===== config.mk =====
export PLATFORM = sky130hd
export DESIGN_NAME = cpu_load_monitor_core
export DESIGN_NICKNAME = d
export VERILOG_FILES = /design/src/rtl/clm_pkg.sv /design/src/rtl/cpu_load_monitor_core.sv
export SDC_FILE = /design/constraint.sdc
export NUM_CORES = 2
export LEC_CHECK = 0
export ABC_AREA = 0
export BUFFER_PORTS_ARGS = -buffer_cell sky130_fd_sc_hd__buf_2
export CAP_MARGIN = 20
export CORE_UTILIZATION = 55
export DETAILED_ROUTE_END_ITERATION = 7
export GPL_ROUTABILITY_DRIVEN = 0
export GPL_TIMING_DRIVEN = 0
export PLACE_DENSITY = 0.72
export RECOVER_POWER = 50
export SYNTH_ARGS = -nofsm -noshare
export SYNTH_HDL_FRONTEND = slang
export SYNTH_SLANG_ARGS = --single-unit

===== constraint.sdc =====
create_clock -name clk_i -period 32 [get_ports clk_i]
set_input_delay 1.6 -clock clk_i [delete_from_list [all_inputs] [get_ports clk_i]]
set_output_delay 1.6 -clock clk_i [all_outputs]
set_load 0.05 [all_outputs]

===== src/rtl/clm_pkg.sv =====
`default_nettype none
// ---------------------------------------------------------------------------
// clm_pkg
// Types and constants shared by the CPU load monitor.
// ---------------------------------------------------------------------------
package clm_pkg;

  // Request codes carried in item_t.req_type
  typedef enum logic [1:0] {
    REQ_ACTIVE = 2'd0,
    REQ_IDLE   = 2'd1,
    REQ_TICK   = 2'd2,
    REQ_STATUS = 2'd3
  } req_e;

  // Configuration register indexes
  localparam logic [2:0] REG_CPU_COUNT  = 3'd0;
  localparam logic [2:0] REG_INTERVAL   = 3'd1;
  localparam logic [2:0] REG_TICK_RATE  = 3'd2;
  localparam logic [2:0] REG_POLL_TICKS = 3'd3;
  localparam logic [2:0] REG_REFRESH    = 3'd4;

  localparam int unsigned CFG_IDX_W  = 3;
  localparam int unsigned CFG_DATA_W = 16;

  // Register reset values
  localparam logic [3:0]  RST_CPU_COUNT  = 4'd1;
  localparam logic [15:0] RST_INTERVAL   = 16'd10;
  localparam logic [15:0] RST_TICK_RATE  = 16'd100;
  localparam logic        RST_POLL_TICKS = 1'b0;
  localparam logic [9:0]  RST_REFRESH    = 10'd500;

  localparam logic [6:0]  PCT_FULL = 7'd100;
  localparam logic [31:0] WIN_SAT  = 32'hFFFF_FFFF;

  typedef struct packed {
    logic [1:0] req_type;
    logic [3:0] cpu_index;
  } item_t;

  typedef struct packed {
    logic [63:0] tick_total;
    logic [63:0] seconds_total;
    logic [6:0]  busy_percent_out;
    logic        percent_updated;
    logic        refresh_pulse;
  } result_t;

  // One per-CPU entry of the window memory
  typedef struct packed {
    logic [6:0]  busy;
    logic [31:0] total;
    logic [31:0] idle;
  } entry_t;

  typedef enum logic [3:0] {
    S_IDLE,
    S_MOD,
    S_CHK,
    S_SRD,
    S_SMUL,
    S_SDIV,
    S_SWR,
    S_FIN,
    S_FRD,
    S_SECDIV
  } state_e;

endpackage
`default_nettype wire


===== src/rtl/cpu_load_monitor_core.sv =====
`default_nettype none
// ---------------------------------------------------------------------------
// cpu_load_monitor_core
// Per-CPU busy-percent monitor driven by poll, tick and status events.
// ---------------------------------------------------------------------------
// An event is taken when start_i is high and busy_o is low; its result is on
// result_o for one cycle with done_o, and the receiver cannot stall it. An
// event that does not recalculate passes through S_MOD and S_CHK; its result
// strobe is high in the cycle in which the next event may already be taken. A
// tick that recalculates makes one pass per active CPU through the window
// memory (read, multiply, seven-step divide, write back). Writing the tick
// rate keeps busy_o high for a set-up step and a 64-step bit-serial division
// of the tick count to re-derive seconds (no division if the rate is zero).
// Window entries are cleared at reset by per-entry valid bits, so there is
// no clearing pass.
module cpu_load_monitor_core #(
  parameter int unsigned CPU_SLOTS = 8
) (
  input  wire                               clk_i,
  input  wire                               rst_ni,
  input  wire                               start_i,
  input  clm_pkg::item_t                    item_i,
  output logic                              busy_o,
  output logic                              done_o,
  output clm_pkg::result_t                  result_o,
  input  wire                               cfg_we_i,
  input  wire [clm_pkg::CFG_IDX_W-1:0]      cfg_idx_i,
  input  wire [clm_pkg::CFG_DATA_W-1:0]     cfg_wdata_i
);

  localparam int unsigned SLOT_W = (CPU_SLOTS > 1) ? $clog2(CPU_SLOTS) : 1;
  localparam int unsigned CNT_W  = $clog2(CPU_SLOTS + 1);
  localparam logic [4:0]  SLOTS5 = 5'(CPU_SLOTS);

  function automatic logic [31:0] sat_inc(input logic [31:0] v);
    sat_inc = (v == clm_pkg::WIN_SAT) ? v : v + 32'd1;
  endfunction

  // configuration
  logic [3:0]  cpu_count_q;
  logic [15:0] interval_q;
  logic [15:0] rate_q;
  logic        poll_tick_q;
  logic [9:0]  period_q;
  logic        rate_wr;

  assign rate_wr = cfg_we_i && (cfg_idx_i == clm_pkg::REG_TICK_RATE);

  always_ff @(posedge clk_i or negedge rst_ni) begin
    if (!rst_ni) begin
      cpu_count_q <= clm_pkg::RST_CPU_COUNT;
      interval_q  <= clm_pkg::RST_INTERVAL;
      rate_q      <= clm_pkg::RST_TICK_RATE;
      poll_tick_q <= clm_pkg::RST_POLL_TICKS;
      period_q    <= clm_pkg::RST_REFRESH;
    end else if (cfg_we_i) begin
      case (cfg_idx_i)
        clm_pkg::REG_CPU_COUNT:  cpu_count_q <= cfg_wdata_i[3:0];
        clm_pkg::REG_INTERVAL:   interval_q  <= cfg_wdata_i;
        clm_pkg::REG_TICK_RATE:  rate_q      <= cfg_wdata_i;
        clm_pkg::REG_POLL_TICKS: poll_tick_q <= cfg_wdata_i[0];
        clm_pkg::REG_REFRESH:    period_q    <= cfg_wdata_i[9:0];
        default: ;
      endcase
    end
  end

  // window memory
  clm_pkg::entry_t mem_q [CPU_SLOTS];
  clm_pkg::entry_t mem_rd_q;
  clm_pkg::entry_t mem_wdata;
  clm_pkg::entry_t rd_entry;
  logic              mem_we, mem_re;
  logic [SLOT_W-1:0] mem_waddr, mem_raddr;

  always_ff @(posedge clk_i) begin
    if (mem_we) begin
      mem_q[mem_waddr] <= mem_wdata;
    end
    if (mem_re) begin
      mem_rd_q <= mem_q[mem_raddr];
    end
  end

  // control state
  clm_pkg::state_e   state_q, state_d;
  logic [63:0]       tick_q, tick_d;
  logic [63:0]       last_q, last_d;
  logic [63:0]       sec_q, sec_d;
  logic [15:0]       rem_q, rem_d;
  logic [9:0]        refresh_q, refresh_d;
  logic [CPU_SLOTS-1:0] valid_q, valid_d;
  logic              rd_valid_q, rd_valid_d;
  logic              done_q, done_d;
  logic              div_pend_q, div_pend_d;
  logic              tick_flag_q, tick_flag_d;
  logic [CNT_W-1:0]  idx_q, idx_d;
  logic [2:0]        k_q, k_d;
  logic [5:0]        div_cnt_q, div_cnt_d;

  // payload
  logic [1:0]        req_q, req_d;
  logic [3:0]        cpu_q, cpu_d;
  logic              pulse_q, pulse_d;
  logic [6:0]        hold_busy_q, hold_busy_d;
  logic [38:0]       drem_q, drem_d;
  logic [31:0]       dvs_q, dvs_d;
  logic [6:0]        quo_q, quo_d;
  logic [63:0]       num_q, num_d;
  clm_pkg::result_t  res_q, res_d;

  // combinational helpers
  logic              in_range;
  logic [4:0]        n5;
  logic [CNT_W-1:0]  n_act;
  logic [CNT_W-1:0]  idx_inc;
  logic [63:0]       since;
  logic [38:0]       dsh;
  logic              q_bit;
  logic [6:0]        pct;
  logic [9:0]        refresh_inc;
  logic [16:0]       sd_rem;
  logic              sd_ge;
  logic [16:0]       rem_inc;

  assign in_range = {1'b0, cpu_q} < SLOTS5;
  assign n5       = ({1'b0, cpu_count_q} > SLOTS5) ? SLOTS5 : {1'b0, cpu_count_q};
  assign n_act    = n5[CNT_W-1:0];
  assign idx_inc  = idx_q + CNT_W'(1);
  assign since    = tick_q - last_q;
  assign dsh      = {7'd0, dvs_q} << k_q;
  assign q_bit    = drem_q >= dsh;
  assign pct      = (quo_q > clm_pkg::PCT_FULL) ? clm_pkg::PCT_FULL : quo_q;
  assign refresh_inc = refresh_q + 10'd1;
  assign sd_rem   = {rem_q, num_q[63]};
  assign sd_ge    = sd_rem >= {1'b0, rate_q};
  assign rem_inc  = {1'b0, rem_q} + 17'd1;
  assign rd_entry = rd_valid_q ? mem_rd_q : '0;

  always_comb begin
    state_d     = state_q;
    tick_d      = tick_q;
    last_d      = last_q;
    sec_d       = sec_q;
    rem_d       = rem_q;
    refresh_d   = refresh_q;
    valid_d     = valid_q;
    rd_valid_d  = rd_valid_q;
    done_d      = 1'b0;
    div_pend_d  = div_pend_q | rate_wr;
    tick_flag_d = tick_flag_q;
    idx_d       = idx_q;
    k_d         = k_q;
    div_cnt_d   = div_cnt_q;
    req_d       = req_q;
    cpu_d       = cpu_q;
    pulse_d     = pulse_q;
    hold_busy_d = hold_busy_q;
    drem_d      = drem_q;
    dvs_d       = dvs_q;
    quo_d       = quo_q;
    num_d       = num_q;
    res_d       = res_q;
    mem_we      = 1'b0;
    mem_re      = 1'b0;
    mem_waddr   = cpu_q[SLOT_W-1:0];
    mem_raddr   = cpu_q[SLOT_W-1:0];
    mem_wdata   = rd_entry;

    case (state_q)
      clm_pkg::S_IDLE: begin
        if (div_pend_q) begin
          div_pend_d = rate_wr;
          sec_d      = '0;
          rem_d      = '0;
          num_d      = tick_q;
          div_cnt_d  = '0;
          if (rate_q != 16'd0) begin
            state_d = clm_pkg::S_SECDIV;
          end
        end else if (start_i) begin
          req_d       = item_i.req_type;
          cpu_d       = item_i.cpu_index;
          mem_re      = 1'b1;
          mem_raddr   = item_i.cpu_index[SLOT_W-1:0];
          rd_valid_d  = valid_q[item_i.cpu_index[SLOT_W-1:0]];
          tick_flag_d = (item_i.req_type == clm_pkg::REQ_TICK) ||
                        ((item_i.req_type == clm_pkg::REQ_ACTIVE) &&
                         (item_i.cpu_index == 4'd0) && poll_tick_q);
          state_d     = clm_pkg::S_MOD;
        end
      end

      clm_pkg::S_MOD: begin
        hold_busy_d = in_range ? rd_entry.busy : 7'd0;
        mem_wdata   = rd_entry;
        if (in_range && (req_q == clm_pkg::REQ_ACTIVE || req_q == clm_pkg::REQ_IDLE)) begin
          mem_we          = 1'b1;
          valid_d[cpu_q[SLOT_W-1:0]] = 1'b1;
          mem_wdata.total = sat_inc(rd_entry.total);
          if (req_q == clm_pkg::REQ_IDLE) begin
            mem_wdata.idle = sat_inc(rd_entry.idle);
          end
        end
        if (tick_flag_q) begin
          tick_d = tick_q + 64'd1;
          // seconds and remainder follow the tick count incrementally
          if (tick_q == '1 || rate_q == 16'd0) begin
            sec_d = '0;
            rem_d = '0;
          end else if (rem_inc == {1'b0, rate_q}) begin
            sec_d = sec_q + 64'd1;
            rem_d = '0;
          end else begin
            rem_d = rem_inc[15:0];
          end
        end
        pulse_d = 1'b0;
        if (req_q == clm_pkg::REQ_ACTIVE) begin
          if (refresh_inc >= period_q) begin
            refresh_d = '0;
            pulse_d   = 1'b1;
          end else begin
            refresh_d = refresh_inc;
          end
        end
        state_d = clm_pkg::S_CHK;
      end

      clm_pkg::S_CHK: begin
        if (tick_flag_q && (since >= {48'd0, interval_q})) begin
          last_d  = tick_q;
          idx_d   = '0;
          state_d = (n_act == '0) ? clm_pkg::S_FIN : clm_pkg::S_SRD;
        end else begin
          res_d.tick_total       = tick_q;
          res_d.seconds_total    = sec_q;
          res_d.busy_percent_out = hold_busy_q;
          res_d.percent_updated  = 1'b0;
          res_d.refresh_pulse    = pulse_q;
          done_d                 = 1'b1;
          state_d                = clm_pkg::S_IDLE;
        end
      end

      clm_pkg::S_SRD: begin
        mem_re     = 1'b1;
        mem_raddr  = idx_q[SLOT_W-1:0];
        rd_valid_d = valid_q[idx_q[SLOT_W-1:0]];
        state_d    = clm_pkg::S_SMUL;
      end

      clm_pkg::S_SMUL: begin
        drem_d  = 39'(rd_entry.idle) * 39'(clm_pkg::PCT_FULL);
        dvs_d   = rd_entry.total;
        quo_d   = '0;
        k_d     = 3'd6;
        state_d = clm_pkg::S_SDIV;
      end

      clm_pkg::S_SDIV: begin
        // idle never exceeds total, so the quotient fits in seven bits
        if (q_bit) begin
          drem_d = drem_q - dsh;
        end
        quo_d = {quo_q[5:0], q_bit};
        if (k_q == 3'd0) begin
          state_d = clm_pkg::S_SWR;
        end else begin
          k_d = k_q - 3'd1;
        end
      end

      clm_pkg::S_SWR: begin
        mem_we         = 1'b1;
        mem_waddr      = idx_q[SLOT_W-1:0];
        mem_wdata      = '0;
        mem_wdata.busy = (dvs_q == 32'd0) ? 7'd0 : clm_pkg::PCT_FULL - pct;
        valid_d[idx_q[SLOT_W-1:0]] = 1'b1;
        idx_d          = idx_inc;
        state_d        = (idx_inc == n_act) ? clm_pkg::S_FIN : clm_pkg::S_SRD;
      end

      clm_pkg::S_FIN: begin
        mem_re     = 1'b1;
        rd_valid_d = valid_q[cpu_q[SLOT_W-1:0]];
        state_d    = clm_pkg::S_FRD;
      end

      clm_pkg::S_FRD: begin
        res_d.tick_total       = tick_q;
        res_d.seconds_total    = sec_q;
        res_d.busy_percent_out = in_range ? rd_entry.busy : 7'd0;
        res_d.percent_updated  = 1'b1;
        res_d.refresh_pulse    = pulse_q;
        done_d                 = 1'b1;
        state_d                = clm_pkg::S_IDLE;
      end

      clm_pkg::S_SECDIV: begin
        rem_d     = sd_ge ? 16'(sd_rem - {1'b0, rate_q}) : sd_rem[15:0];
        sec_d     = {sec_q[62:0], sd_ge};
        num_d     = {num_q[62:0], 1'b0};
        div_cnt_d = div_cnt_q + 6'd1;
        if (div_cnt_q == '1) begin
          state_d = clm_pkg::S_IDLE;
        end
      end

      default: begin
        state_d = clm_pkg::S_IDLE;
      end
    endcase
  end

  always_ff @(posedge clk_i or negedge rst_ni) begin
    if (!rst_ni) begin
      state_q     <= clm_pkg::S_IDLE;
      tick_q      <= '0;
      last_q      <= '0;
      sec_q       <= '0;
      rem_q       <= '0;
      refresh_q   <= '0;
      valid_q     <= '0;
      rd_valid_q  <= 1'b0;
      done_q      <= 1'b0;
      div_pend_q  <= 1'b0;
      tick_flag_q <= 1'b0;
      idx_q       <= '0;
      k_q         <= '0;
      div_cnt_q   <= '0;
    end else begin
      state_q     <= state_d;
      tick_q      <= tick_d;
      last_q      <= last_d;
      sec_q       <= sec_d;
      rem_q       <= rem_d;
      refresh_q   <= refresh_d;
      valid_q     <= valid_d;
      rd_valid_q  <= rd_valid_d;
      done_q      <= done_d;
      div_pend_q  <= div_pend_d;
      tick_flag_q <= tick_flag_d;
      idx_q       <= idx_d;
      k_q         <= k_d;
      div_cnt_q   <= div_cnt_d;
    end
  end

  always_ff @(posedge clk_i) begin
    req_q       <= req_d;
    cpu_q       <= cpu_d;
    pulse_q     <= pulse_d;
    hold_busy_q <= hold_busy_d;
    drem_q      <= drem_d;
    dvs_q       <= dvs_d;
    quo_q       <= quo_d;
    num_q       <= num_d;
    res_q       <= res_d;
  end

  assign busy_o   = (state_q != clm_pkg::S_IDLE) || div_pend_q;
  assign done_o   = done_q;
  assign result_o = res_q;

  // a plain poll or status transaction delivers right after the check
  a_chk_done: assert property (@(posedge clk_i) disable iff (!rst_ni)
    (state_q == clm_pkg::S_CHK && !tick_flag_q) |=> done_q)
    else $error("result strobe missing after window check");

  a_pct_range: assert property (@(posedge clk_i) disable iff (!rst_ni)
    done_q |-> (res_q.busy_percent_out <= clm_pkg::PCT_FULL))
    else $error("busy percent above full scale");

  a_win_order: assert property (@(posedge clk_i) disable iff (!rst_ni)
    (state_q == clm_pkg::S_SMUL) |-> (rd_entry.idle <= rd_entry.total))
    else $error("idle window count exceeds total");

  a_rem_bound: assert property (@(posedge clk_i) disable iff (!rst_ni)
    (state_q == clm_pkg::S_IDLE && !div_pend_q && rate_q != 16'd0) |-> (rem_q < rate_q))
    else $error("seconds remainder not below tick rate");

endmodule
`default_nettype wire


==> metrics <==
CTS clk-pin slew, worst paths 0.06 ns; fillcell total 9166; DR vias/cell 6.06; dpl cells 7772; register bit total from synthesis 1226; drt pass-1 iters 8; Clock Tree Root clkbuf_16; Critical Path Sink sec_q[42]$_DFFE_PN0P_; largest family of logic cells by synthesized area simple AND/OR/NAND/NOR gates; Clock Path Buffers 3; core area 0.115 mm2; Reg2Reg Launch Point rd_valid_q$_DFFE_PN0P_; worst-margin pin slew 6.39 ns; Synth Flop Type edfxtp_1; headroom to the max-slew limit -326%; Buf+Inv Stages, Crit Path 3; Synth-to-Final Area Change 11.4%; Post-synth EDFFs 932; DPL Wire Length 123 mm; depth of the worst register-to-register path 19; post-CTS resize count 0; Worst Path Required 31.51 ns; PD cells 96.2 mW/mm2; Post-CTS Setup Bufs 0; Syn Std Cell Area 0.0635 mm2; gr ovfl total 0; FF-to-FF End mem_q[5][31]$_DFFE_PP_; hold_buf cts 0; Total GRT Usage 29.3%; site row count 124; Psw 2.83 mW; Synth Area in Compound Gates 10.3%; Die ar. 0.117 mm2; Hold WC Path Type reg -> reg; vias in the first global route 45900; CP Class in -> async; synthesized instance count 6057; Crit path depth 3; CP Launch Type primary input; height of the die 342 um; initial antenna violation count 5; critical path cell sequence clkbuf_1 > clkbuf_1 > clkbuf_1; Sw Share 41.6%; WL/cell 21.5 um; area share of fa/ha/maj cells after synthesis 5.97%; drt total wl 172 mm; first-pass GRT wire length 265 mm; DR vias 48600; ANT nets after route 0; worst-skew pair later-pin latency 0.77 ns; post-layout minimum cycle time 13.93 ns; max-slew violations 706; Largest stage delay, worst path 4.62 ns; Reg power frac 33.1%; register area share after synthesis 55.6%; post-synthesis xor/xnor area fraction 2.89%; failing checks DRC, capacitance limit, slew limit; CP startpoint rst_ni; setup TNS 0 ns; Initial Utilization 55.5%; slowest CP cell clkbuf_1; CP max FO 116; I/O Buffers 167; CTS tree yes; outcome finished, violations left; Ys Warns 0; post-synthesis mux area share 3.83%; IO Count 168; R2R setup slack 24.41 ns; maxcap violations 18; CP Data Arrival Time 13.44 ns; RSZ-0062 raised after global routing no; Internal 3.98 mW; Combinational Power Share 45.0%; initial DRC count 5207; H-tree depth 4; Hold Fails Final Rpt 0; nets 6712; ys async rst share 24.0%; Synth Area in Simple Gates 17.5%; hold path startpoint sec_q[45]$_DFFE_PN0P_; CTS Buf Count 132; CTS Sinks 1226; VDD IR max 0.0665 mV; Worst Skew 0.0373 ns; syn avg cell area 10.5 um2; final setup violation count 0; post-route cell area 0.0708 mm2; cell mode on critical path clkbuf_1; post-placement cell area 0.0671 mm2; LEAKAGE 28.4 nW; CP delay by family, top buffers and inverters; Max Clk Rate 71.8 MHz; Tcrit/Tclk final 43.5%; die width 342 um; largest net degree at the start of global routing 117; share of post-route cells with drive strength above 1 6.69%; Post-Syn Nets 6371; Synth cell types 96; clock share of power 21.9%; fin cells 8021; Crit. End Element asynchronous set/reset pin; # DRC 103
## area by class of cell
cell class                 count  area, um2  area share, %
buffer                       293       1210           1.72
clock buffer                 166       3470           4.90
multi-input combinational   4220      25800           36.5
tap                         1512       1890           2.67
timing repair buffer         207       1090           1.55
inverter                     318       1190           1.69
antenna                        2       5.00        0.00707
clock inverter                77        742           1.05
sequential                  1226      35400           49.9
## per-stage QoR
step / utilization, % / setup WS (ns) / total power [mW] / hold slack, ns
after floorplan: - / 17.16 / 4.43 / 0.400
after global placement: 57.9 / 10.92 / 5.26 / 0.444
after detailed placement: 58.6 / 24.64 / 5.31 / 0.465
after CTS: 62.3 / 24.60 / 6.81 / 0.475
after global routing: 61.8 / 15.25 / 7.20 / 0.482
final: 61.8 / 18.07 / 6.81 / 0.467
## power groups by stage
stage	combinational [mW]	sequential [mW]	clock, mW
global route	3.36	2.27	1.57
floorplan	1.99	2.44	0
global placement	2.93	2.33	0
detailed placement	3.04	2.27	0
CTS	3.06	2.24	1.51
finish	3.07	2.25	1.49
## synth_stat cells, drive strengths merged (15+ instances only)
library cell  instances  area share [%]
a211oi               26            0.32
a21boi               15            0.18
a21o                 85             1.0
a21oi               225             1.8
a31oi                35            0.34
and2                 55            0.54
and3                 46            0.45
and4                 15            0.21
buf                  66            0.57
clkbuf              227             1.3
dfrtp               282              11
edfxtp              932              44
fa                   30            0.95
ha                  255             5.0
inv                 318             1.9
mux2                 81             1.6
mux2i                80             1.3
mux4                 27            0.96
nand2              1257             7.4
nand2b               31            0.31
nand3               501             3.9
nand4                83            0.84
nor2                242             1.4
nor2b                23            0.23
nor3                 89            0.72
nor4                 47            0.47
o211ai               29            0.35
o21a                 29            0.34
o21ai               429             3.4
o21bai               24            0.28
o22ai                16            0.16
o31ai                33            0.43
or2                  16            0.16
or3                  25            0.25
xnor2               126             1.7
xor2                 84             1.2
## metal layers
layer	up-vias	track usage [%]	wire, um
li1	22400	-	-
met2	2352	46.1	78800
met3	403	5.38	15000
met4	2	12.0	7360
met5	-	0	12
met1	23400	40.0	70900
## worst min path at each step
stage | end | slack (ns) | cells after the start
finish | result_o[54]$_DFFE_PP_ | 0.47 | 0
global route | result_o[54]$_DFFE_PP_ | 0.48 | 0
CTS | result_o[54]$_DFFE_PP_ | 0.48 | 0
detailed placement | result_o[54]$_DFFE_PP_ | 0.47 | 0
global placement | result_o[54]$_DFFE_PP_ | 0.44 | 0
floorplan | result_o[0]$_DFFE_PP_ | 0.40 | 0
## registers in the layout, summed over array words and instances (netlist names), 6 cells and up
register     flops
tick_q          64
last_q          64
mem_rd_q        71
mem_q          568
drem_q          39
div_cnt_q        6
refresh_q       10
hold_busy_q      7
rem_q           16
valid_q          8
dvs_q           32
num_q           64
result_o       137
rate_q          16
quo_q            7
period_q        10
interval_q      16
sec_q           64
## cell usage in the layout, fill, tap and decap left out, types with 24 or more instances in the layout
| cell | netlist | layout |
|---|---|---|
| a211oi_1 | 24 | 24 |
| a21o_1 | 85 | 85 |
| a21oi_1 | 223 | 223 |
| a31oi_1 | 35 | 35 |
| and2_0 | 2 | 29 |
| and2_1 | 53 | 26 |
| and3_1 | 46 | 46 |
| buf_1 | 37 | 31 |
| buf_2 | 17 | 37 |
| clkbuf_1 | 227 | 432 |
| clkbuf_16 | 0 | 133 |
| dfrtp_1 | 282 | 282 |
| edfxtp_1 | 932 | 932 |
| fa_1 | 30 | 30 |
| ha_1 | 255 | 255 |
| inv_1 | 317 | 317 |
| mux2_2 | 51 | 51 |
| mux2_4 | 30 | 30 |
| mux2i_1 | 80 | 80 |
| mux4_2 | 27 | 27 |
| nand2_1 | 1257 | 1257 |
| nand2b_1 | 31 | 31 |
| nand3_1 | 501 | 501 |
| nand4_1 | 82 | 82 |
| nor2_1 | 242 | 238 |
| nor3_1 | 87 | 87 |
| nor4_1 | 46 | 46 |
| o211ai_1 | 28 | 28 |
| o21a_1 | 29 | 29 |
| o21ai_0 | 419 | 417 |
| o21bai_1 | 24 | 24 |
| o31ai_1 | 31 | 31 |
| or3_1 | 25 | 25 |
| xnor2_1 | 126 | 126 |
| xor2_1 | 84 | 84 |
## kinds of logic (layout without fill, tap and decap cells)
group	count (synthesis)	in the layout
buffers and inverters	611	1061
and+or+nand+nor	2473	2473
adders and majority gates	285	285
DFF	1226	1226
AOI/OAI and AO/OA	1064	1064
muxes	188	188
xor gates and xnor gates	210	210
other	0	2
(Power assumes the default switching activity.)
